File: src/cue_pkg.sv
// Package for the condensed UUID encoder: constants, FSM state type, command/status structs.
// Depends on nothing; used by cue_ctrl, cue_dp and condensed_uuid_encoder_unit.
package cue_pkg;

  localparam logic [63:0] BASE_2016 = 64'h01b21dd213814000 + 64'd46 * 64'h00011f0241243c00;
  localparam logic [63:0] FNV_BASIS = 64'hcbf29ce484222325;
  localparam logic [63:0] FNV_PRIME = 64'h00000100000001b3;
  localparam logic [47:0] MCAST_BIT = 48'h010000000000;

  localparam logic [1:0] KIND_FULL = 2'd0;
  localparam logic [1:0] KIND_COMPACT = 2'd1;
  localparam logic [1:0] KIND_EXPANDED = 2'd2;

  typedef enum logic [3:0] {
    ST_IDLE,
    ST_PREP,
    ST_HASH,
    ST_SEED,
    ST_TWIST,
    ST_TEMP,
    ST_LAYOUT,
    ST_STRIP,
    ST_PREFIX,
    ST_EMIT
  } cue_state_t;

  // Controller commands to the datapath.
  typedef struct packed {
    logic load;
    logic prep;
    logic hash_step;
    logic seed_step;
    logic twist;
    logic temper;
    logic layout;
    logic strip_step;
    logic prefix;
    logic emit_step;
  } cue_cmd_t;

  // Datapath status back to the controller.
  typedef struct packed {
    logic condense;
    logic zero_fields;
    logic hash_done;
    logic seed_done;
    logic strip_done;
    logic emit_last;
  } cue_sts_t;

  // Prefix code table: {len code, len mask, alt code, alt mask} per length.
  function automatic logic [31:0] len_code(input logic [3:0] idx);
    case (idx)
      4'd0: len_code = 32'h1cfc1cfc;
      4'd1: len_code = 32'h18fc18fc;
      4'd2: len_code = 32'h14fc14fc;
      4'd3: len_code = 32'h10fc10fc;
      4'd4: len_code = 32'h04fc40c0;
      4'd5: len_code = 32'h0afea0e0;
      4'd6: len_code = 32'h08fe80e0;
      4'd7: len_code = 32'h02ff20f0;
      4'd8: len_code = 32'h03ff30f0;
      4'd9: len_code = 32'h0cffc0f0;
      4'd10: len_code = 32'h0dffd0f0;
      4'd11: len_code = 32'h0effe0f0;
      4'd12: len_code = 32'h0ffff0f0;
      default: len_code = 32'h0ffff0f0;
    endcase
  endfunction

  function automatic logic [31:0] temper(input logic [31:0] yi);
    logic [31:0] y;
    y = yi;
    y = y ^ (y >> 11);
    y = y ^ ((y << 7) & 32'h9d2c5680);
    y = y ^ ((y << 15) & 32'hefc60000);
    y = y ^ (y >> 18);
    temper = y;
  endfunction

  function automatic logic [31:0] twist(input logic [31:0] a, input logic [31:0] b,
                                        input logic [31:0] far);
    logic [31:0] y;
    logic [31:0] r;
    y = {a[31], b[30:0]};
    r = far ^ (y >> 1);
    if (y[0]) begin
      r = r ^ 32'h9908b0df;
    end
    twist = r;
  endfunction

endpackage

File: src/condensed_uuid_encoder_unit.sv
// Top level of the condensed UUID encoder: joins the controller and the datapath.
// Depends on cue_pkg, cue_ctrl and cue_dp.
//
// Usage: one UUID is a transfer on the in_ channel (in_uuid_high, in_uuid_low).
// The block answers with 4 to 17 byte transfers on the out_ channel, last_byte
// high on the final one and form_kind constant across the UUID.
// One UUID is handled at a time; in_ready is high only when the block is idle.
// A UUID that is not RFC 4122 version 1 is accepted and decoded, then sent one
// byte per cycle while the receiver takes them.
// A condensed UUID is accepted and decoded, hashed, seeded (one 32-bit multiply
// per seeding step, the MT19937 initialization recurrence), twisted, tempered,
// laid out, stripped of leading zero bytes and prefixed with its length, then
// sent one byte per cycle while the receiver takes them. When the condensed
// time, clock and salt are all zero, hashing, seeding, twist and temper are skipped.
// Reset returns the controller to idle; buffers need no clearing.
// When the receiver stalls, the current byte is held until it is taken.
module condensed_uuid_encoder_unit
  import cue_pkg::*;
(
  input  logic        clk,
  input  logic        rst_n,
  input  logic        in_valid,
  output logic        in_ready,
  input  logic [63:0] in_uuid_high,
  input  logic [63:0] in_uuid_low,
  output logic        out_valid,
  input  logic        out_ready,
  output logic [7:0]  out_out_byte,
  output logic        out_last_byte,
  output logic [1:0]  out_form_kind
);

  cue_cmd_t cmd;
  cue_sts_t sts;

  cue_ctrl u_ctrl (
    .clk(clk), .rst_n(rst_n), .in_valid(in_valid), .in_ready(in_ready),
    .out_ready(out_ready), .out_valid(out_valid), .sts(sts), .cmd(cmd)
  );

  cue_dp u_dp (
    .clk(clk), .in_uuid_high(in_uuid_high), .in_uuid_low(in_uuid_low),
    .cmd(cmd), .sts(sts), .out_byte(out_out_byte), .last_byte(out_last_byte),
    .form_kind(out_form_kind)
  );

endmodule

File: src/cue_ctrl.sv
// Controller FSM for the condensed UUID encoder: sequences hashing, seeding and output.
// Depends on cue_pkg.
module cue_ctrl
  import cue_pkg::*;
(
  input  logic     clk,
  input  logic     rst_n,
  input  logic     in_valid,
  output logic     in_ready,
  input  logic     out_ready,
  output logic     out_valid,
  input  cue_sts_t sts,
  output cue_cmd_t cmd
);

  cue_state_t state_r, state_nxt;

  // State register.
  always_ff @(posedge clk) begin
    if (!rst_n) begin
      state_r <= ST_IDLE;
    end else begin
      state_r <= state_nxt;
    end
  end

  // Next-state logic.
  always_comb begin
    state_nxt = state_r;
    case (state_r)
      ST_IDLE: if (in_valid) state_nxt = ST_PREP;
      ST_PREP: begin
        if (!sts.condense) state_nxt = ST_EMIT;
        else if (sts.zero_fields) state_nxt = ST_LAYOUT;
        else state_nxt = ST_HASH;
      end
      ST_HASH: if (sts.hash_done) state_nxt = ST_SEED;
      ST_SEED: if (sts.seed_done) state_nxt = ST_TWIST;
      ST_TWIST: state_nxt = ST_TEMP;
      ST_TEMP: state_nxt = ST_LAYOUT;
      ST_LAYOUT: state_nxt = ST_STRIP;
      ST_STRIP: if (sts.strip_done) state_nxt = ST_PREFIX;
      ST_PREFIX: state_nxt = ST_EMIT;
      ST_EMIT: if (out_ready && sts.emit_last) state_nxt = ST_IDLE;
      default: state_nxt = ST_IDLE;
    endcase
  end

  // Command outputs.
  always_comb begin
    cmd = '0;
    in_ready = 1'b0;
    out_valid = 1'b0;
    case (state_r)
      ST_IDLE: begin
        in_ready = 1'b1;
        cmd.load = in_valid;
      end
      ST_PREP: cmd.prep = 1'b1;
      ST_HASH: cmd.hash_step = 1'b1;
      ST_SEED: cmd.seed_step = 1'b1;
      ST_TWIST: cmd.twist = 1'b1;
      ST_TEMP: cmd.temper = 1'b1;
      ST_LAYOUT: cmd.layout = 1'b1;
      ST_STRIP: cmd.strip_step = 1'b1;
      ST_PREFIX: cmd.prefix = 1'b1;
      ST_EMIT: begin
        out_valid = 1'b1;
        cmd.emit_step = out_ready;
      end
      default: cmd = '0;
    endcase
  end

endmodule

File: src/cue_dp.sv
// Datapath for the condensed UUID encoder: FNV hash, MT19937 seeding, layout and byte buffer.
// Depends on cue_pkg.
module cue_dp
  import cue_pkg::*;
(
  input  logic        clk,
  input  logic [63:0] in_uuid_high,
  input  logic [63:0] in_uuid_low,
  input  cue_cmd_t    cmd,
  output cue_sts_t    sts,
  output logic [7:0]  out_byte,
  output logic        last_byte,
  output logic [1:0]  form_kind
);

  // FNV prime multiply, 2^40 + 0x1b3, written as shifts and adds.
  function automatic logic [63:0] fnv_mul(input logic [63:0] h);
    fnv_mul = (h << 40) + (h << 8) + (h << 7) + (h << 5) + (h << 4) + (h << 1) + h;
  endfunction

  logic [63:0]  hi_r, lo_r;
  logic [45:0]  ct_r;
  logic [13:0]  cclk_r;
  logic [59:0]  time_r;
  // Hash engine: three FNV-1a streams run in parallel, one byte per cycle.
  logic [63:0]  hv_r [3];
  logic [63:0]  hh_r [3];
  logic [3:0]   hcnt_r;
  // Seeding: one multiply per cycle.
  logic [31:0]  x_r, w0_r, w1_r, w2_r, w3_r, w4_r;
  logic [8:0]   i_r;
  logic [31:0]  tw_hi_r, tw_lo_r;
  logic [47:0]  node_gen_r;
  logic [1:0]   kind_r;
  logic [7:0]   buf_r [17];
  logic [4:0]   pos_r;
  logic [4:0]   start_r;

  logic [47:0] node;
  logic [13:0] clock;
  logic [59:0] time_raw;
  logic [59:0] ct_full;
  logic [6:0]  salt;
  assign node = lo_r[47:0];
  assign clock = lo_r[61:48];
  assign time_raw = {hi_r[11:0], hi_r[31:16], hi_r[63:32]};
  assign salt = node[6:0];
  assign ct_full = (time_raw != '0) ? 60'(time_raw - BASE_2016[59:0]) : '0;

  logic [63:0] b0, b1;
  logic [3:0]  len;
  logic [7:0]  lead;
  logic [31:0] lc, lc2;
  logic [3:0]  len2;
  logic [31:0] seed_prod;
  logic [31:0] xs;
  logic [31:0] tmp_hi, tmp_lo;

  assign xs = x_r ^ (x_r >> 30);
  assign seed_prod = 32'd1812433253 * xs + {23'd0, i_r};
  assign tmp_hi = temper(tw_hi_r);
  assign tmp_lo = temper(tw_lo_r);

  // Layout words for the condensed forms.
  always_comb begin
    logic [63:0] v0, v1;
    logic [59:0] tm;
    tm = time_r;
    if (node_gen_r == node) begin
      v0 = {18'd0, ct_r};
      v1 = {cclk_r, salt, 42'd0, 1'b1};
      b0 = v0 >> 42;
      b1 = (v0 << 22) | (v1 >> 42) | 64'd1;
    end else begin
      if (!node[40] && time_r != '0) tm = 60'(time_r - BASE_2016[59:0]);
      v0 = {4'd0, tm};
      v1 = {clock, node, 2'd0};
      b0 = v0 >> 1;
      b1 = (v0 << 63) | (v1 >> 1);
    end
  end

  assign len = 4'(5'd13 - start_r);
  assign lead = buf_r[start_r];
  assign lc = len_code(len);
  assign len2 = (len + 4'd1 > 4'd12) ? 4'd12 : len + 4'd1;
  assign lc2 = len_code(len2);

  always_ff @(posedge clk) begin
    if (cmd.load) begin
      hi_r <= in_uuid_high;
      lo_r <= in_uuid_low;
    end
    if (cmd.prep) begin
      ct_r <= ct_full[59:14];
      cclk_r <= clock ^ ct_full[13:0];
      time_r <= time_raw;
      hv_r[0] <= {18'd0, ct_full[59:14]};
      hv_r[1] <= {50'd0, clock ^ ct_full[13:0]};
      hv_r[2] <= {57'd0, salt};
      for (int k = 0; k < 3; k++) hh_r[k] <= FNV_BASIS;
      hcnt_r <= '0;
      node_gen_r <= MCAST_BIT;
      kind_r <= KIND_FULL;
      start_r <= '0;
      pos_r <= '0;
      buf_r[0] <= 8'h01;
      for (int k = 0; k < 8; k++) begin
        buf_r[1 + k] <= hi_r[63 - 8 * k -: 8];
        buf_r[9 + k] <= lo_r[63 - 8 * k -: 8];
      end
    end
    // FNV-1a, one byte of each stream per cycle.
    if (cmd.hash_step) begin
      for (int k = 0; k < 3; k++) begin
        if (hv_r[k] != '0) begin
          hh_r[k] <= fnv_mul(hh_r[k] ^ {56'd0, hv_r[k][7:0]});
          hv_r[k] <= hv_r[k] >> 8;
        end
      end
      hcnt_r <= hcnt_r + 4'd1;
      x_r <= 32'(hh_r[0] ^ hh_r[1] ^ hh_r[2]);
      i_r <= 9'd1;
    end
    // MT19937 init recurrence, keeping only needed words.
    if (cmd.seed_step) begin
      if (i_r == 9'd1) w0_r <= x_r;
      x_r <= seed_prod;
      i_r <= i_r + 9'd1;
      if (i_r == 9'd1) w1_r <= seed_prod;
      if (i_r == 9'd2) w2_r <= seed_prod;
      if (i_r == 9'd397) w3_r <= seed_prod;
      if (i_r == 9'd398) w4_r <= seed_prod;
    end
    if (cmd.twist) begin
      tw_hi_r <= twist(w0_r, w1_r, w3_r);
      tw_lo_r <= twist(w1_r, w2_r, w4_r);
    end
    if (cmd.temper) begin
      node_gen_r <= {tmp_hi[15:9], 1'b1, tmp_hi[7:0], tmp_lo[31:7], salt};
    end
    if (cmd.layout) begin
      kind_r <= (node_gen_r == node) ? KIND_COMPACT : KIND_EXPANDED;
      buf_r[0] <= 8'h00;
      for (int k = 0; k < 8; k++) begin
        buf_r[1 + k] <= b0[63 - 8 * k -: 8];
        buf_r[9 + k] <= b1[63 - 8 * k -: 8];
      end
      start_r <= 5'd1;
    end
    if (cmd.strip_step && !sts.strip_done) start_r <= start_r + 5'd1;
    // Merge the length prefix into the lead byte or one byte in front of it.
    if (cmd.prefix) begin
      if ((lead & lc[23:16]) != '0) begin
        if ((lead & lc[7:0]) != '0) begin
          start_r <= start_r - 5'd1;
          buf_r[start_r - 5'd1] <= buf_r[start_r - 5'd1] | lc2[31:24];
        end else begin
          buf_r[start_r] <= lead | lc[15:8];
        end
      end else begin
        buf_r[start_r] <= lead | lc[31:24];
      end
      pos_r <= '0;
    end
    if (cmd.emit_step) pos_r <= pos_r + 5'd1;
  end

  logic [4:0] rd;
  assign rd = start_r + pos_r;
  assign out_byte = buf_r[rd];
  assign last_byte = (rd == 5'd16);
  assign form_kind = kind_r;

  assign sts.condense = (lo_r[63:62] == 2'b10) && (hi_r[15:12] == 4'd1);
  assign sts.zero_fields = (ct_full[59:14] == '0) && ((clock ^ ct_full[13:0]) == '0)
                           && (salt == '0);
  assign sts.hash_done = (hcnt_r == 4'd8);
  assign sts.seed_done = (i_r == 9'd398);
  assign sts.strip_done = (start_r >= 5'd13) || (buf_r[start_r] != 8'h00);
  assign sts.emit_last = last_byte;

endmodule

File: config.mk
export PLATFORM = sky130hd
export DESIGN_NAME = condensed_uuid_encoder_unit
export DESIGN_NICKNAME = d
export VERILOG_FILES = /design/src/cue_pkg.sv /design/src/condensed_uuid_encoder_unit.sv /design/src/cue_ctrl.sv /design/src/cue_dp.sv
export SDC_FILE = /design/constraint.sdc
export NUM_CORES = 2
export LEC_CHECK = 0
export BUFFER_PORTS_ARGS = -buffer_cell sky130_fd_sc_hd__buf_2
export CORE_MARGIN = 4
export CORE_UTILIZATION = 40
export DETAILED_ROUTE_END_ITERATION = 6
export PLACE_DENSITY_LB_ADDON = 0.25
export SLEW_MARGIN = 10
export SYNTH_ARGS = -nofsm -noshare
export SYNTH_HDL_FRONTEND = slang
export SYNTH_HIERARCHICAL = 1
export SYNTH_SLANG_ARGS = --single-unit
File: constraint.sdc
create_clock -name clk -period 25.7 [get_ports clk]
set_input_delay 1.285 -clock clk [delete_from_list [all_inputs] [get_ports clk]]
set_output_delay 1.285 -clock clk [all_outputs]
set_load 0.02 [all_outputs]
## Word-level counts from Yosys, hierarchy flattened

Memory sizes are Yosys's and may differ from the RTL's. A register that Yosys moved wholly into a read port is not among the register bits.
Cells that the tools add are included.
Widths: inputs -> output; s select.

- Output and inout bits: 13
- Bits in read-only memories: 544
- Input port bits: 132
- Word-level logic and storage cells: 265
- Flip-flop bits (word level): 579
- Memories: 5
- Memory bits (writable): 496

- Reductions and logical operators: 33
- Magnitude comparators: 2
- Muxes and demuxes: 102
- Eq/ne operators: 23
- Multipliers: 1
- Bitwise operators: 50
- $add $sub $neg: 29

Memories:

| name | depth | width | rd ports | clocked after memory_dff | write ports | line | text |
|---|---|---|---|---|---|---|---|
| (name not given) | 16 | 17 | 1 | 0 | 0 | cue_pkg.sv:53 | `case (idx)` |
| (name not given) | 16 | 17 | 1 | 0 | 0 | cue_pkg.sv:53 |  |
| u_dp.hh_r | 3 | 64 | 3 | 0 | 3 | cue_dp.sv:27 | `logic [63:0] hh_r [3];` |
| u_dp.hv_r | 3 | 56 | 3 | 0 | 3 | cue_dp.sv:26 | `logic [63:0] hv_r [3];` |
| u_dp.buf_r | 17 | 8 | 3 | 1 | 17 | cue_dp.sv:35 | `logic [7:0] buf_r [17];` |

Operators by type and width:

| cell | count |
|---|---|
| $add 64x64->64 | 18 |
| $mux 64 | 4 |
| $reduce_bool 64->1 | 3 |
| $xor 32x32->32 | 6 |
| $xor 64x8->64 | 3 |
| $mux 60 | 3 |
| $mux 56 | 3 |
| $mux 8 | 20 |
| $mux 32 | 4 |
| $reduce_bool 60->1 | 2 |
| $sub 60x57->60 const B | 2 |
| $mux 48 | 2 |
| $or 64x22->64 | 1 |
| $or 64x63->64 | 1 |
| $xor 32x21->32 | 2 |
| $xor 32x31->32 | 2 |
| $mux 59 | 1 |
| $mux 5 | 11 |
| $eq 48x48->1 | 1 |
| $logic_not 46->1 | 1 |
| $pmux 4 s10 | 1 |
| $mux 1 | 38 |
| $mux 4 | 9 |
| $add 32x9->32 | 1 |
| 43 further kinds | 101 |

## Depth between registers and ports, before layout

An unclocked memory read counts as a cell.

- Depth after elaboration: 11
- Depth in mapped cells: 26
- Gate-level depth less buffers: 26

## Hierarchy

The synthesis kept the hierarchy.

By module, submodules not included:

| module | area each (µm²) | cells each | sequential area each (µm²) | instances |
|---|---|---|---|---|
| cue_dp | 69426.6 | 5485 | 28657.5 | 1 |
| cue_ctrl | 387.9 | 56 | 80.1 | 1 |

## Worst setup path before layout

Ideal clock, no wire load.

- Path kind: register to register
- Start: register u_ctrl.state_r[0]
- End: memory u_dp.hh_r[0][0] (enable)
- Library setup time: 0.432 ns
- Path buffers: 2
- Cell stages (with the launch flop): 7
- Path slack: 13.113 ns
- Arrival time: 12.155 ns
- Clock period less this slack: 12.587 ns
- Required time: 25.268 ns
- Cells stage by stage: dfxtp_1 > clkbuf_1 > nand2b_1 > nor3_1 > inv_1 > clkbuf_1 > nand2_1

RTL lines:

| element | line | text |
|---|---|---|
| from (decl) | cue_ctrl.sv:16 | `cue_state_t state_r, state_nxt;` |
| from (signal assigned) | cue_ctrl.sv:23 | `state_r <= state_nxt;` |
| to (decl) | cue_dp.sv:27 |  |

## Final worst setup path

- Start: register u_dp.x_r[31]
- End: register u_dp.x_r[31], data pin

- Longest elaborated chain between the ends: 4

Ends and longest elaborated chain:

| element | line | text |
|---|---|---|
| from (decl) | cue_dp.sv:30 | `logic [31:0] x_r, w0_r, w1_r, w2_r, w3_r, w4_r;` |
| from (signal assigned) | cue_dp.sv:122 | `x_r <= 32'(hh_r[0] ^ hh_r[1] ^ hh_r[2]);` |
| from (signal assigned) | cue_dp.sv:128 | `x_r <= seed_prod;` |
| $xor 32x2->32 | cue_dp.sv:59 | `assign xs = x_r ^ (x_r >> 30);` |
| $mul 31x32->32 | cue_dp.sv:60 | `assign seed_prod = 32'd1812433253 * xs + {23'd0, i_r};` |
| $add 32x9->32 | cue_dp.sv:60 |  |
| net u_dp.seed_prod[31] | cue_dp.sv:55 | `logic [31:0] seed_prod;` |
| $mux 32 | cue_dp.sv:126 | `if (cmd.seed_step) begin` |

The timed path passes the listed nets, and every way through them passes these cells.
A chain may end at the register's enable or synchronous reset.

==> impl_metrics.json <==
{
  "status": "finished clean",
  "port_buffers": 144,
  "routed_wl_um": 207000,
  "drc": 0,
  "area_growth_pct": 10.2,
  "ios": 145,
  "grt_pass1_vias": 45600,
  "endpoint": "u_dp/x_r[31]",
  "num_rows": 153,
  "synth_edf_count": 947,
  "clk_pin_slew_ns": 0.06,
  "relSlewSlack": 0.0892,
  "synth_area_leaders": "edfxtp_1 41%, fa_1 13%, ha_1 8.2%",
  "cts_buffer_depth": 3,
  "dp_hpwl_um": 160000,
  "vias_per_cell": 5.52,
  "cp_max_fo": 8,
  "r2r-start": "u_dp/x_r[31]",
  "synth_top_area_frac": 0.407,
  "synth_area_mm2": 0.0698,
  "tns_ns": 0,
  "ant_nets": 0,
  "async_flop_share": 0,
  "tightest_slew_ns": 1.36,
  "rsz0062_at_grt": "no",
  "required_ns": 26.30,
  "cts_tree": "done",
  "setup_viol_count_final": 0,
  "clk_latency_ns": 0.75,
  "ys_ff_latch": 962,
  "post-route-period-util": 0.302,
  "syn_inst": 5541,
  "core_mm2": 0.174,
  "grt_pass1_wl_um": 307000,
  "die_w_um": 426,
  "overflow": 0,
  "vias": 44600,
  "crit_type": "flip-flop to flip-flop",
  "n_fill_cell": 15900,
  "drive_gt1_frac": 0.134,
  "ctsHoldBuffers": 0,
  "finClkSkew_ns": 0.0694,
  "yosysSeqAreaShare": 0.412,
  "die_h_um": 426,
  "grt_max_degree": 145,
  "die_area_mm2": 0.181,
  "finalCriticalPeriod_ns": 7.76,
  "start_util": 0.402,
  "ys.flop_type": "edfxtp_1",
  "yosysUniqueCellTypes": 101,
  "final_net_count": 6720,
  "worst_setup_path_start_kind": "flip-flop",
  "htreeDepth": 3,
  "first_iter_violations": 4211,
  "yosysTopAreaCell": "edfxtp_1",
  "final_max_slew_viol_count": 0,
  "firstDrtPassIters": 6,
  "ff2ff_setup_slack_ns": 17.94,
  "multiInputGateArea_mm2": 0.0377,
  "numCtsBuffers": 109,
  "max_freq_mhz": 129,
  "cap_violations": 0,
  "arrival_ns": 8.36,
  "clock-sinks": 962,
  "end_kind": "flip-flop",
  "worstHoldStart": "u_dp/hv_r[0][41]",
  "grt_use_total": 0.229,
  "root_buffer": "clkbuf_16",
  "ys.warnings.count": 6,
  "postCtsSetupBuffers": 0,
  "antenna_found_initial": 8,
  "cts_resized": 0,
  "startpoint": "u_dp/x_r[31]",
  "wl_per_cell_um": 25.6,
  "reg2reg_depth": 27,
  "register_area_mm2": 0.0287,
  "reg2reg_to": "u_dp/x_r[31]",
  "hp-class": "flip-flop to flip-flop",
  "gp_congestion": 0.933,
  "hold_viol": 0,
  "syn_area_per_cell_um2": 12.6
}
## final cells by class
| cell class | instances | share of cell area |
|---|---|---|
| Timing Repair Buffer | 205 | 0.0156 |
| Clock inverter | 67 | 0.00969 |
| Multi-Input combinational cell | 3652 | 0.490 |
| Inverter | 748 | 0.0365 |
| Tap cell | 2325 | 0.0378 |
| Clock buffer | 134 | 0.0371 |
| Sequential cell | 962 | 0.374 |
| Antenna cell | 1 | 0.0000325 |
## worst min path at each step
stage	end	slack [ns]	cells past startpoint
2_1_floorplan	u_dp/time_r[14]	0.42	0
3_3_place_gp	u_dp/hv_r[0][41]	0.49	2
3_5_place_dp	u_dp/hv_r[0][41]	0.50	2
4_1_cts	u_dp/hv_r[0][41]	0.51	2
5_1_grt	u_dp/hv_r[0][40]	0.55	2
6_report	u_dp/hv_r[0][41]	0.50	2
## through the flow
step	hold slack, ns	cells	worst slack (ns)	util	cell area, µm²
final	0.500	8094	17.94	0.443	76900
after global routing	0.549	8094	17.31	0.443	76900
after CTS	0.510	8093	17.92	0.443	76900
after detailed placement	0.501	7892	17.89	0.422	73300
after global placement	0.491	7892	18.10	0.422	73300
after floorplan	0.424	5542	13.11	-	69800
## state kept, by name (all words and copies together), names as in the netlist, 5 cells and up
| register | flops |
|---|---|
| u_dp/time_r | 60 |
| u_dp/hi_r | 64 |
| u_dp/tw_lo_r | 29 |
| u_dp/w4_r | 29 |
| u_dp/i_r | 9 |
| u_dp/buf_r | 256 |
| u_dp/node_gen_r | 47 |
| u_dp/lo_r | 64 |
| u_dp/w3_r | 31 |
| u_dp/w2_r | 28 |
| u_dp/pos_r | 5 |
| u_dp/cclk_r | 14 |
| u_dp/start_r | 5 |
| u_dp/hv_r | 74 |
| u_dp/w1_r | 31 |
| u_dp/hh_r | 96 |
| u_dp/x_r | 32 |
| u_dp/ct_r | 46 |
| u_dp/tw_hi_r | 31 |
## worst max-delay path: stages (launching register included)
cell and delay, ns:
edfxtp_1 0.44, xor2_1 0.18, buf_4 0.22, inv_1 0.10
xnor2_1 0.27, ha_1 0.26, or2_2 0.30, ha_1 0.28
inv_1 0.05, fa_1 0.48, inv_1 0.05, ha_1 0.18
fa_1 0.46, fa_1 0.50, fa_1 0.49, inv_1 0.05
fa_1 0.47, inv_1 0.04, ha_1 0.33, a21o_1 0.21
nand2b_1 0.14, a211oi_1 0.21, a31oi_1 0.22, a31oi_1 0.34
nor4_1 0.15, or3_1 0.35, o311ai_0 0.63, a21o_1 0.22
## logic make-up after synthesis
kind of cell / count (synthesis) / share of synthesized area
AND/OR/NAND/NOR: 1022 / 0.0762
flip-flops: 962 / 0.412
buffers and inverters: 928 / 0.0518
adder cells (fa/ha/maj): 910 / 0.212
AO/OA/AOI/OAI: 634 / 0.0616
XOR/XNOR: 565 / 0.0709
multiplexers: 519 / 0.116
other: 1 / 0.0000537
## cells in the mapped netlist (46+ instances only)
| cell type | instances |
|---|---|
| a21o_1 | 55 |
| a21oi_1 | 148 |
| and2_1 | 89 |
| clkbuf_1 | 116 |
| edfxtp_1 | 947 |
| fa_1 | 453 |
| ha_1 | 457 |
| inv_1 | 741 |
| mux2_2 | 79 |
| mux2i_1 | 215 |
| mux4_2 | 224 |
| nand2_1 | 218 |
| nand2b_1 | 46 |
| nand3_1 | 74 |
| nor2_1 | 216 |
| nor2b_1 | 76 |
| nor3_1 | 70 |
| nor4_1 | 72 |
| o21ai_0 | 135 |
| xnor2_1 | 330 |
| xor2_1 | 235 |
## per-layer routing
metal  GRT usage  up-vias  wire [µm]
li1            -    20000          -
met3      0.0294      447      11600
met4       0.117        2      11900
met1       0.290    22700      81800
met2       0.386     1541     102000
met5           0        -         13
## cell usage in the layout, fill, tap and decap left out, drive strengths merged, types with 24 or more instances in the layout
cell type | netlist | final
nor2b | 76 | 76
clkbuf | 116 | 134
nor3 | 75 | 75
nand3 | 76 | 76
nand2 | 218 | 218
mux2i | 215 | 215
nor4 | 74 | 74
fa | 453 | 453
or3 | 25 | 25
a21o | 55 | 55
and2 | 90 | 90
edfxtp | 947 | 947
and3 | 24 | 24
inv | 745 | 755
a21oi | 156 | 156
clkinv | 3 | 41
nand2b | 46 | 46
mux2 | 80 | 80
xor2 | 235 | 235
a31oi | 31 | 31
xnor2 | 330 | 330
buf | 64 | 205
o21ai | 148 | 148
nor2 | 217 | 217
nand4 | 29 | 29
a211oi | 34 | 34
ha | 457 | 457
mux4 | 224 | 224
Power is left out: the tool's default activity adds up to more than one toggle a clock period on the data nets, which glitch-free logic cannot reach.
